$ cat src/design/srs_pkg.sv
`timescale 1ns / 1ps
`default_nettype none
package srs_pkg;

  // table sizes and fixed widths
  localparam int unsigned NUM_REACTIONS = 16;
  localparam int unsigned NUM_SPECIES   = 16;
  localparam int unsigned IDX_W         = 4;
  localparam int unsigned CNT_W         = 32;

  // request codes
  localparam logic [1:0] REQ_REACTION = 2'd0;
  localparam logic [1:0] REQ_SPECIES  = 2'd1;
  localparam logic [1:0] REQ_STEP     = 2'd2;

  // ln(2) as a 32-bit fraction
  localparam logic [31:0] LN2_Q32 = 32'hB17217F8;

  // count change for a consumed reactant
  localparam logic signed [7:0] DELTA_DEC = -8'sd1;

  // datapath operations
  typedef enum logic [4:0] {
    OP_NOP    = 5'd0,
    OP_START  = 5'd1,
    OP_LOAD   = 5'd2,
    OP_RD_X   = 5'd3,
    OP_RD_Y   = 5'd4,
    OP_MUL_KX = 5'd5,
    OP_MUL_LO = 5'd6,
    OP_MUL_HI = 5'd7,
    OP_ACC    = 5'd8,
    OP_CHK    = 5'd9,
    OP_NORM   = 5'd10,
    OP_SQ     = 5'd11,
    OP_LN_LO  = 5'd12,
    OP_LN_HI  = 5'd13,
    OP_DINIT  = 5'd14,
    OP_DIV    = 5'd15,
    OP_TGT_LO = 5'd16,
    OP_TGT_HI = 5'd17,
    OP_WINIT  = 5'd18,
    OP_WALK   = 5'd19,
    OP_UPD    = 5'd20,
    OP_OUT    = 5'd21
  } op_t;

  typedef struct packed {
    op_t op;
  } cmd_t;

  typedef struct packed {
    logic is_step;
    logic active_zero;
    logic last_reaction;
    logic total_zero;
    logic u1_zero;
    logic x_msb;
    logic sq_last;
    logic div_last;
    logic walk_go;
    logic upd_last;
  } sts_t;

endpackage
`default_nettype wire

$ cat src/design/srs_ctrl.sv
`timescale 1ns / 1ps
`default_nettype none
module srs_ctrl (
  input  wire              clk,
  input  wire              rst,
  input  wire              in_valid,
  output logic             in_stall,
  output logic             out_valid,
  input  wire              out_stall,
  input  srs_pkg::sts_t    sts,
  output srs_pkg::cmd_t    cmd
);

  typedef enum logic [19:0] {
    S_IDLE   = 20'h00001,
    S_PROP_X = 20'h00002,
    S_PROP_Y = 20'h00004,
    S_MUL_KX = 20'h00008,
    S_MUL_LO = 20'h00010,
    S_MUL_HI = 20'h00020,
    S_ACC    = 20'h00040,
    S_CHK    = 20'h00080,
    S_NORM   = 20'h00100,
    S_SQ     = 20'h00200,
    S_LN_LO  = 20'h00400,
    S_LN_HI  = 20'h00800,
    S_DINIT  = 20'h01000,
    S_DIV    = 20'h02000,
    S_TGT_LO = 20'h04000,
    S_TGT_HI = 20'h08000,
    S_WINIT  = 20'h10000,
    S_WALK   = 20'h20000,
    S_UPD    = 20'h40000,
    S_DONE   = 20'h80000
  } state_t;

  state_t state, state_next;
  logic   out_free;

  assign in_stall = (state != S_IDLE);
  assign out_free = !out_valid || !out_stall;

  // next state and command
  always_comb begin
    state_next = state;
    cmd.op     = srs_pkg::OP_NOP;
    unique case (state)
      S_IDLE: begin
        if (in_valid) begin
          if (sts.is_step) begin
            cmd.op     = srs_pkg::OP_START;
            state_next = sts.active_zero ? S_CHK : S_PROP_X;
          end else begin
            cmd.op     = srs_pkg::OP_LOAD;
            state_next = S_DONE;
          end
        end
      end
      S_PROP_X: begin
        cmd.op = srs_pkg::OP_RD_X; state_next = S_PROP_Y;
      end
      S_PROP_Y: begin
        cmd.op = srs_pkg::OP_RD_Y; state_next = S_MUL_KX;
      end
      S_MUL_KX: begin
        cmd.op = srs_pkg::OP_MUL_KX; state_next = S_MUL_LO;
      end
      S_MUL_LO: begin
        cmd.op = srs_pkg::OP_MUL_LO; state_next = S_MUL_HI;
      end
      S_MUL_HI: begin
        cmd.op = srs_pkg::OP_MUL_HI; state_next = S_ACC;
      end
      S_ACC: begin
        cmd.op     = srs_pkg::OP_ACC;
        state_next = sts.last_reaction ? S_CHK : S_PROP_X;
      end
      S_CHK: begin
        cmd.op = srs_pkg::OP_CHK;
        if (sts.total_zero) state_next = S_DONE;
        else if (sts.u1_zero) state_next = S_TGT_LO;
        else state_next = S_NORM;
      end
      S_NORM: begin
        cmd.op = srs_pkg::OP_NORM;
        if (sts.x_msb) state_next = S_SQ;
      end
      S_SQ: begin
        cmd.op = srs_pkg::OP_SQ;
        if (sts.sq_last) state_next = S_LN_LO;
      end
      S_LN_LO: begin
        cmd.op = srs_pkg::OP_LN_LO; state_next = S_LN_HI;
      end
      S_LN_HI: begin
        cmd.op = srs_pkg::OP_LN_HI; state_next = S_DINIT;
      end
      S_DINIT: begin
        cmd.op = srs_pkg::OP_DINIT; state_next = S_DIV;
      end
      S_DIV: begin
        cmd.op = srs_pkg::OP_DIV;
        if (sts.div_last) state_next = S_TGT_LO;
      end
      S_TGT_LO: begin
        cmd.op = srs_pkg::OP_TGT_LO; state_next = S_TGT_HI;
      end
      S_TGT_HI: begin
        cmd.op = srs_pkg::OP_TGT_HI; state_next = S_WINIT;
      end
      S_WINIT: begin
        cmd.op = srs_pkg::OP_WINIT; state_next = S_WALK;
      end
      S_WALK: begin
        cmd.op = srs_pkg::OP_WALK;
        if (!sts.walk_go) state_next = S_UPD;
      end
      S_UPD: begin
        cmd.op = srs_pkg::OP_UPD;
        if (sts.upd_last) state_next = S_DONE;
      end
      S_DONE: begin
        if (out_free) begin
          cmd.op     = srs_pkg::OP_OUT;
          state_next = S_IDLE;
        end
      end
      default: state_next = S_IDLE;
    endcase
  end

  // state and output valid
  always_ff @(posedge clk) begin
    if (rst) begin
      state     <= S_IDLE;
      out_valid <= 1'b0;
    end else begin
      state <= state_next;
      if (cmd.op == srs_pkg::OP_OUT) out_valid <= 1'b1;
      else if (out_valid && !out_stall) out_valid <= 1'b0;
    end
  end

endmodule
`default_nettype wire

$ cat config.mk
export PLATFORM = sky130hd
export DESIGN_NAME = srs_ctrl
export DESIGN_NICKNAME = d
export VERILOG_FILES = /design/src/design/srs_pkg.sv /design/src/design/srs_ctrl.sv
export SDC_FILE = /design/constraint.sdc
export NUM_CORES = 1
export LEC_CHECK = 0
export ABC_CLOCK_PERIOD_IN_PS = 3300
export BUFFER_PORTS_ARGS = -buffer_cell sky130_fd_sc_hd__buf_4
export CAP_MARGIN = 20
export CORE_ASPECT_RATIO = 0.5
export CORE_MARGIN = 3
export CORE_UTILIZATION = 27
export DETAILED_ROUTE_END_ITERATION = 8
export RECOVER_POWER = 50
export SYNTH_ARGS = -nofsm -noshare
export SYNTH_HDL_FRONTEND = slang
export SYNTH_SLANG_ARGS = --single-unit
$ cat constraint.sdc
create_clock -name clk -period 3.3 [get_ports clk]
set_clock_uncertainty 0.15 [all_clocks]
set_input_delay 0.66 -clock clk [delete_from_list [all_inputs] [get_ports clk]]
set_output_delay 0.66 -clock clk [all_outputs]
set_load 0.01 [all_outputs]
# Word-level counts from Yosys, hierarchy flattened
# Cells that the tools add are included.
[word_totals]
reg_bits = 21
input_bits = 14
out_inout_bits = 7
[classes]
muxes = 19
reduce_logical = 6
eq_ne = 29
[ops]
columns = ["cell", "count"]
rows = [
  ["one-hot mux 20 bit (20 select lines)", 1],
  ["2-to-1 mux 20 bit", 9],
  ["one-hot mux 5 bit (20 select lines)", 1],
  ["== test 20 x 1 -> 1 bit (second input constant)", 1],
  ["== test 20 x 10 -> 1 bit (second input constant)", 1],
  ["== test 20 x 11 -> 1 bit (second input constant)", 1],
  ["== test 20 x 12 -> 1 bit (second input constant)", 1],
  ["== test 20 x 13 -> 1 bit (second input constant)", 1],
  ["== test 20 x 14 -> 1 bit (second input constant)", 1],
  ["== test 20 x 15 -> 1 bit (second input constant)", 1],
  ["== test 20 x 16 -> 1 bit (second input constant)", 1],
  ["== test 20 x 17 -> 1 bit (second input constant)", 1],
  ["== test 20 x 18 -> 1 bit (second input constant)", 1],
  ["== test 20 x 19 -> 1 bit (second input constant)", 1],
  ["== test 20 x 2 -> 1 bit (second input constant)", 1],
  ["== test 20 bit (second input constant)", 1],
  ["== test 20 x 3 -> 1 bit (second input constant)", 1],
  ["== test 20 x 4 -> 1 bit (second input constant)", 1],
  ["== test 20 x 5 -> 1 bit (second input constant)", 1],
  ["== test 20 x 6 -> 1 bit (second input constant)", 1],
  ["== test 20 x 7 -> 1 bit (second input constant)", 1],
  ["== test 20 x 8 -> 1 bit (second input constant)", 1],
  ["== test 20 x 9 -> 1 bit (second input constant)", 1],
  ["inequality test 20 x 1 -> 1 bit (second input constant)", 1],
  ["other kinds (12)", 22],
]

# Longest topological paths before layout
# Gate-level depths: netlist of run 1.
[depth]
depth_word = 6
ltp_mapped = 8
ltp_nobuf = 7

# Least setup slack after synthesis of run 1
# Ideal clock, no wire load.
[synth_path]
kind = "register -> output"
start = "register state[17]"
end = "output port cmd[0] (netlist bit)"
path_buffers = 1
t_arrival_ns = 1.921
stages_incl_launch_ff = 7
path_slack_ns = 0.569
path_cell_list = "dfxtp_1 > buf_2 > nor4_4 > nand4_1 > or3_1 > or4_1 > nand4_1"
[synth_lines]
columns = ["item", "line", "text"]
rows = [
  ["start, declared", "srs_ctrl.sv:37", "state_t state, state_next;"],
  ["start signal, assigned", "srs_ctrl.sv:138", "state <= state_next;"],
  ["end, declared", "srs_ctrl.sv:11", "output srs_pkg::cmd_t cmd"],
]

==> summary.md, run 1 <==
| Metric | Value |
|---|---|
| Synth Area in XOR/XNOR | `4.38%` |
| Post-synth EDFFs | `0` |
| Total Wirelength | `4.06 mm` |
| Via density | `5.42` |
| 1st-iter DRT viols | `115` |
| Clock Tree Root | `clkbuf_8` |
| Max clock buf depth | `2` |
| Initial antenna violation count | `0` |
| Inst Count DP | `254` |
| Wire per inst | `15.3 um` |
| Mapped Area | `0.00140 mm2` |
| Register area share after synthesis | `30.0%` |
| Critical R2R Launch | `state[17]` |
| Final period util | `96.3%` |
| H-Tree Depth | `1` |
| Worst hold path class | `reg -> reg` |
| Startpoint Class | `flop` |
| Post-Synth Adder-Cell Area | `0%` |
| Buffers on Ports | `20` |
| Largest net degree at the start of global routing | `13` |
| Final design area excluding fillers | `0.00171 mm2` |
| Ys flop type | `dfxtp_1` |
| FF-to-FF End | `state[10]` |
| Vias in the first global route | `1350` |
| CP peak stage delay | `0.60 ns` |
| Crit. End Element | `primary output` |
| GPL Wtd Cong | `0.886` |
| Leakage power | `0.652 nW` |
| Power Dens Cells | `369 mW/mm2` |
| Synth Area per Inst | `8.19 um2` |
| Clk_lat worst skew | `0.27 ns` |
| Layout cells sized above 1 | `21.1%` |
| GRT Overall Usage | `14.0%` |
| Hold Fails Final Rpt | `0` |
| Reg2Reg Depth | `7` |
| Tmin final | `3.18 ns` |
| Die H | `56.9 um` |
| MaxCap Viol Count | `0` |
| Distinct cells, synth | `44` |
| CP Cell Sequence | `or4_1, nor3_1, and4_1, nand4b_1, o31a_1, nand4b_1, buf_4` |
| Setup violations, final | `0` |
| Placeable Area | `0.00468 mm2` |
| Crit path kind | `reg -> out` |
| Hold depth | `2` |
| Simple-Gate Fraction of Synth Area | `49.6%` |
| Area Growth Syn to Fin | `22.3%` |
| Clock Sinks | `21` |
| RSZ-0062 raised after global routing | `no` |
| Gr ovfl total | `0` |
| CP top delay family | `simple AND/OR/NAND/NOR gates` |
| Initial cell density of the core | `29.9%` |
| Synthesis-stage register bit count | `21` |
| Critical path depth | `7` |
| Slew Viols, Final | `0` |
| Num CTS Buffers | `3` |
| R2r setup slk | `0.50 ns` |
| Post-layout util | `36.6%` |
| Final ANT Viol Nets | `0` |
| IO Pins | `21` |
| CTS tree | `done` |
| CP Launch Point | `state[2]` |
| Crit Path Max Fanout | `7` |
| Residual DRC count | `0` |
| Detailed-route via count | `1437` |
| Worst slew pin tran | `0.563 ns` |
| NumNets Final | `214` |
| Ant diodes | `0` |
| Critical Path Sink | `cmd[4]` |
| Arr. time, crit path | `2.37 ns` |
| Fmax | `315 MHz` |
| Mapped Cells | `171` |
| FP Rows | `17` |
| Placed Instance Area | `0.00162 mm2` |
| Post-route setup TNS | `0 ns` |
| Post-synthesis mux area share | `0%` |
| Outcome | `complete, no violations` |
| Final Instance Count excl. Fillers | `265` |
| First-pass GRT wire length | `6.79 mm` |
| Die area | `0.00614 mm2` |
| 1st-pass router iterations | `4` |
| Post-synthesis compound-gate area fraction | `13.0%` |
| Largest family of logic cells by synthesized area | `simple AND/OR/NAND/NOR gates` |
| Peak VDD IR | `135 uV` |
| Clock transition at path regs | `0.09 ns` |
| Critical Path RT | `2.49 ns` |
| Dpl hpwl | `3.08 mm` |
| Post-Syn Nets | `185` |
| Synth warnings | `0` |
| Ys async rst share | `0%` |
| Die Wd | `108 um` |
| Slew Limit Headroom | `62.4%` |
| CP most frequent cell | `nand4b_1` |
| Critical path buffer and inverter count | `1` |
| Crit-path slowest cell | `or4_1` |
-- worst min path at each step --
stage,from,endpoint,slack [ns]
floorplan,state[5],state[5],0.34
global placement,out_valid,state[19],0.35
detailed placement,out_valid,state[19],0.35
CTS,out_valid,state[19],0.36
global route,out_valid,state[19],0.41
finish,out_valid,state[19],0.36
-- power breakdown --
group	total, mW	internal [mW]	switching, mW
clock network	0.180	0.0845	0.0951
registers	0.269	0.259	0.00977
logic	0.184	0.0809	0.103
total	0.632	0.425	0.208
-- registers in the layout, summed over array words and instances (netlist names) --
name / flops
out_valid: 1
state: 20
-- metal layers --
metal / GRT usage (%) / vias to the layer above / part of all wire [%] / wire length, um
met5: 0 / - / 0 / 0
met4: 3.42 / 0 / 0.89 / 36
met3: 4.82 / 7 / 7.1 / 286
met2: 21.2 / 48 / 44 / 1790
met1: 19.1 / 671 / 48 / 1950
li1: - / 711 / - / -
-- kinds of logic after synthesis --
group                     Yosys count
and+or+nand+nor                   108
AOI/OAI and AO/OA                  26
DFF                                21
buffers and inverters               9
xor gates and xnor gates            7
-- synthesized netlist by cell type, drive strengths merged, types with 2 or more instances --
library cell / number / area, um2
nor2b: 4 / 25.0
nor3: 10 / 50.1
or3b: 2 / 17.5
dfxtp: 21 / 420
nor3b: 2 / 15.0
o21ai: 3 / 15.0
nand3b: 2 / 27.5
inv: 5 / 18.8
nand4b: 3 / 26.3
xnor2: 5 / 43.8
a21oi: 12 / 60.1
nand2b: 6 / 37.5
nor4b: 5 / 50.0
nor4: 12 / 118
xor2: 2 / 17.5
nand3: 9 / 45.0
nand2: 11 / 41.3
nand4: 6 / 50.0
or3: 7 / 43.8
o22a: 2 / 17.5
or4: 5 / 37.5
clkbuf: 2 / 7.51
o311ai: 2 / 17.5
nor2: 20 / 75.1
buf: 2 / 16.3
-- cell type report --
| cell class | instances | area [um2] |
|---|---|---|
| fill | 489 | 2970 |
| multi-input combinational | 141 | 936 |
| sequential | 21 | 422 |
| timing repair buffer | 28 | 206 |
| tap | 66 | 82.6 |
| clock buffer | 3 | 41.3 |
| inverter | 5 | 18.8 |
| clock inverter | 1 | 5.00 |
-- through the flow --
stage | total power [mW] | worst slack [ns] | hold WS [ns]
after floorplan | 0.388 | 0.569 | 0.341
after global placement | 0.450 | 0.381 | 0.345
after detailed placement | 0.449 | 0.318 | 0.349
after CTS | 0.631 | 0.0176 | 0.360
after global routing | 0.670 | 0.000562 | 0.415
final | 0.632 | 0.122 | 0.360
-- worst reg2reg max path, stage by stage (launching register included) --
cell and delay, ns:
dfxtp_2 0.39, nor4_4 0.37, buf_4 0.18, nand4_2 0.22
or4_1 0.59, o311a_1 0.21, nand3b_1 0.44, nor3_1 0.12
-- placed cells by master, fill, tap and decap left out, drive strengths merged, types with 2 or more instances in the layout --
| master | count |
|---|---|
| xnor2 | 5 |
| or4 | 5 |
| nor2 | 20 |
| o311ai | 2 |
| nor3 | 10 |
| nand2b | 6 |
| nand3b | 2 |
| nor4 | 12 |
| dfxtp | 21 |
| xor2 | 2 |
| or3b | 2 |
| buf | 27 |
| o22a | 2 |
| or3 | 7 |
| a21oi | 12 |
| nor3b | 2 |
| o21ai | 3 |
| nand2 | 11 |
| nand4 | 6 |
| clkbuf | 4 |
| nand3 | 9 |
| inv | 5 |
| nand4b | 3 |
| nor2b | 4 |
| nor4b | 5 |
-- repair_timing --
item                                    in CTS  in global routing
pin swaps                                    1                  4
gates resized for setup                      0                  4
endpoints found under the setup margin       1                  4
setup buffers                                0                  7
hold buffers                                 0                  0
Power figures use the tool's default switching activity.
==> inputs of run 2 (changes only) <==
--- a/config.mk
+++ b/config.mk
@@ -10,7 +10,7 @@
 export CAP_MARGIN = 20
 export CORE_ASPECT_RATIO = 0.5
 export CORE_MARGIN = 3
-export CORE_UTILIZATION = 27
+export CORE_UTILIZATION = 25
 export DETAILED_ROUTE_END_ITERATION = 8
 export RECOVER_POWER = 50
 export SYNTH_ARGS = -nofsm -noshare
==> run 2 against run 1 <==
Net effect: largest cell class unchanged; register-to-register slack got worse by 0.03 ns; first-iteration DRC count down 20%; critical path depth fell by 1; setup slack got worse by 0.043 ns; via count down 1.3%; non-clock buffer count decreased by 5; sequential power about the same; highest routed layer unchanged.
==> summary.md, run 2 (same netlist as run 1, synthesis figures left out) <==
| Metric | Value |
|---|---|
| Inst Count DP | `257 (+1.2%)` |
| Area Growth Syn to Fin | `20.2%` |
| Vias in the first global route | `1286 (-4.7%)` |
| Max clock buf depth | `2 (unchanged)` |
| RSZ-0062 raised after global routing | `yes` |
| NumNets Final | `209 (-2.3%)` |
| Startpoint Class | `flop` |
| Die Wd | `112 um (+3.7%)` |
| Clk_lat worst skew | `0.28 ns (about the same)` |
| Biggest regs | `state (20), out_valid (1)` |
| Initial cell density of the core | `27.1% (-2.8 points)` |
| Met3 wire length | `202 um (-29%)` |
| Final Instance Count excl. Fillers | `264 (-0.38%)` |
| Tmin final | `3.22 ns (+0.0430 ns)` |
| CP most frequent cell | `nand4_1` |
| Setup ws final | `0.0786 ns (-0.0430 ns)` |
| Reg2Reg Depth | `7 (unchanged)` |
| Fill cells | `543 (+11%)` |
| Clock Tree Root | `clkbuf_8` |
| H-Tree Depth | `1 (unchanged)` |
| MaxCap Viol Count | `0 (unchanged)` |
| Via density | `5.37 (-0.95%)` |
| Dpl hpwl | `3.10 mm (+0.72%)` |
| Total power draw | `0.624 mW (-1.4%)` |
| Num CTS Buffers | `3 (unchanged)` |
| Slew Viols, Final | `0 (unchanged)` |
| Total Wirelength | `4.08 mm (+0.54%)` |
| Smallest hold slack | `0.368 ns (+0.00770 ns)` |
| Peak VDD IR | `149 uV (+10%)` |
| Clock transition at path regs | `0.09 ns (about the same)` |
| R2r setup slk | `0.47 ns (-0.03 ns)` |
| Post-route setup TNS | `0 ns (unchanged)` |
| Hold Fails Final Rpt | `0 (unchanged)` |
| Crit-path slowest cell | `or4_1` |
| CP Launch Point | `state[2]` |
| Crit path kind | `reg -> out` |
| GRT Overall Usage | `12.1% (-1.9 points)` |
| Min-delay src | `out_valid` |
| Met2 WL | `1.75 mm (-2.0%)` |
| IO Pins | `21 (unchanged)` |
| Final period util | `97.6% (+1.3 points)` |
| Most frequent cells in the layout | `22 x buf_4, 21 x dfxtp_1, 20 x nor2_1, 12 x a21oi_1, 11 x nand2_1` |
| Max reg flops | `20 (unchanged)` |
| Hold depth | `2 (unchanged)` |
| CTS tree | `done` |
| M1 WL | `2.07 mm (+6.3%)` |
| FF-to-FF End | `state[12]` |
| Area of the multi-input gates | `941 um2 (+0.53%)` |
| Gr ovfl total | `0 (unchanged)` |
| Biggest register | `state` |
| Detailed-route via count | `1418 (-1.3%)` |
| Most common cell after layout, fill and taps aside | `buf_4` |
| Initial antenna violation count | `0 (unchanged)` |
| Fmax | `310 MHz (-1.3%)` |
| Post-Place Setup Slack | `0.310 ns (-0.00812 ns)` |
| Largest net degree at the start of global routing | `13 (unchanged)` |
| Power Dens Cells | `371 mW/mm2 (+0.31%)` |
| Worst hold path class | `reg -> reg` |
| Layout cells sized above 1 | `19.1% (-2.0 points)` |
| Leakage power | `0.630 nW (-3.3%)` |
| Outcome | `complete, no violations` |
| CP top delay family | `simple AND/OR/NAND/NOR gates` |
| Crit. End Element | `primary output` |
| Placeable Area | `0.00516 mm2 (+10%)` |
| Setup violations, final | `0 (unchanged)` |
| WHS Endpoint | `state[19]` |
| Worst slew pin tran | `0.586 ns (+0.0228 ns)` |
| First-pass GRT wire length | `6.34 mm (-6.6%)` |
| Ant diodes | `0 (unchanged)` |
| Crit Path Max Fanout | `7 (unchanged)` |
| 1st-iter DRT viols | `92 (-20%)` |
| CP peak stage delay | `0.49 ns (-0.11 ns)` |
| Register Area | `420 um2 (-0.30%)` |
| Die area | `0.00659 mm2 (+7.3%)` |
| GPL Wtd Cong | `0.866 (-2.3%)` |
| 1st-pass router iterations | `5 (+1)` |
| Die H | `58.9 um (+3.5%)` |
| Residual DRC count | `0 (unchanged)` |
| CP Cell Sequence | `nor4_4, nand4_1, or3_1, or4_1, nand4_1, buf_4` |
| Critical Path RT | `2.49 ns (about the same)` |
| Clock Sinks | `21 (unchanged)` |
| Critical R2R Launch | `state[16]` |
| Critical path buffer and inverter count | `1 (unchanged)` |
| Wire per inst | `15.4 um (+0.92%)` |
| # hold bufs at CTS | `0 (unchanged)` |
| Final ANT Viol Nets | `0 (unchanged)` |
| Slew Limit Headroom | `60.6% (-1.7 points)` |
| Buffers on Ports | `20 (unchanged)` |
| FP Rows | `18 (+1)` |
| Arr. time, crit path | `2.41 ns (+0.04 ns)` |
| Uppermost layer routed | `met4` |
-- run 2: how the worst max path moves through the flow --
| stage | to | slack (ns) | cells past startpoint |
|---|---|---|---|
| finish | cmd[0] | 0.08 | 6 |
| global route | cmd[0] | -0.01 | 6 |
| CTS | cmd[0] | 0.01 | 6 |
| detailed placement | cmd[1] | 0.31 | 7 |
| global placement | cmd[1] | 0.37 | 7 |
| floorplan | cmd[0] | 0.57 | 6 |
-- run 2: through the flow --
stage	utilization, %	cell area (um2)
CTS	32.3	1670
finish	32.6	1680
global placement	31.3	1610
global route	32.6	1680
floorplan	-	1400
detailed placement	31.3	1610
-- run 2: worst reg2reg max path, cell delays in order (launching register included) --
cell and delay, ns:
dfxtp_1 0.39, nor4_4 0.36, buf_4 0.18, nand4_2 0.22
or4_1 0.58, o311a_1 0.25, nand3b_1 0.46, nor4_1 0.12
-- run 2: metal layers --
metal	GRT usage (%)	vias up
li1	-	700
met1	16.5	672
met2	19.8	40
met3	2.87	6
met4	2.08	0
met5	0	-
-- run 2: area by class of cell --
class / count / area share, %
timing repair buffer: 23 / 10.0
clock buffer: 3 / 2.45
multi-input combinational: 141 / 55.9
sequential: 21 / 25.0
clock inverter: 1 / 0.297
tap: 70 / 5.20
inverter: 5 / 1.12
-- run 2: what timing repair did --
item,in CTS,in global routing
setup buffers,0,3
pin swaps,0,2
gates resized for setup,1,3
endpoints found under the setup margin,1,3
-- run 2: where the power goes --
group	switching (mW)	leakage [nW]	internal (mW)	total, mW
clock network	0.0960	0.0255	0.0846	0.181
registers	0.0103	0.170	0.259	0.269
logic	0.102	0.435	0.0717	0.174
total	0.208	0.630	0.415	0.624
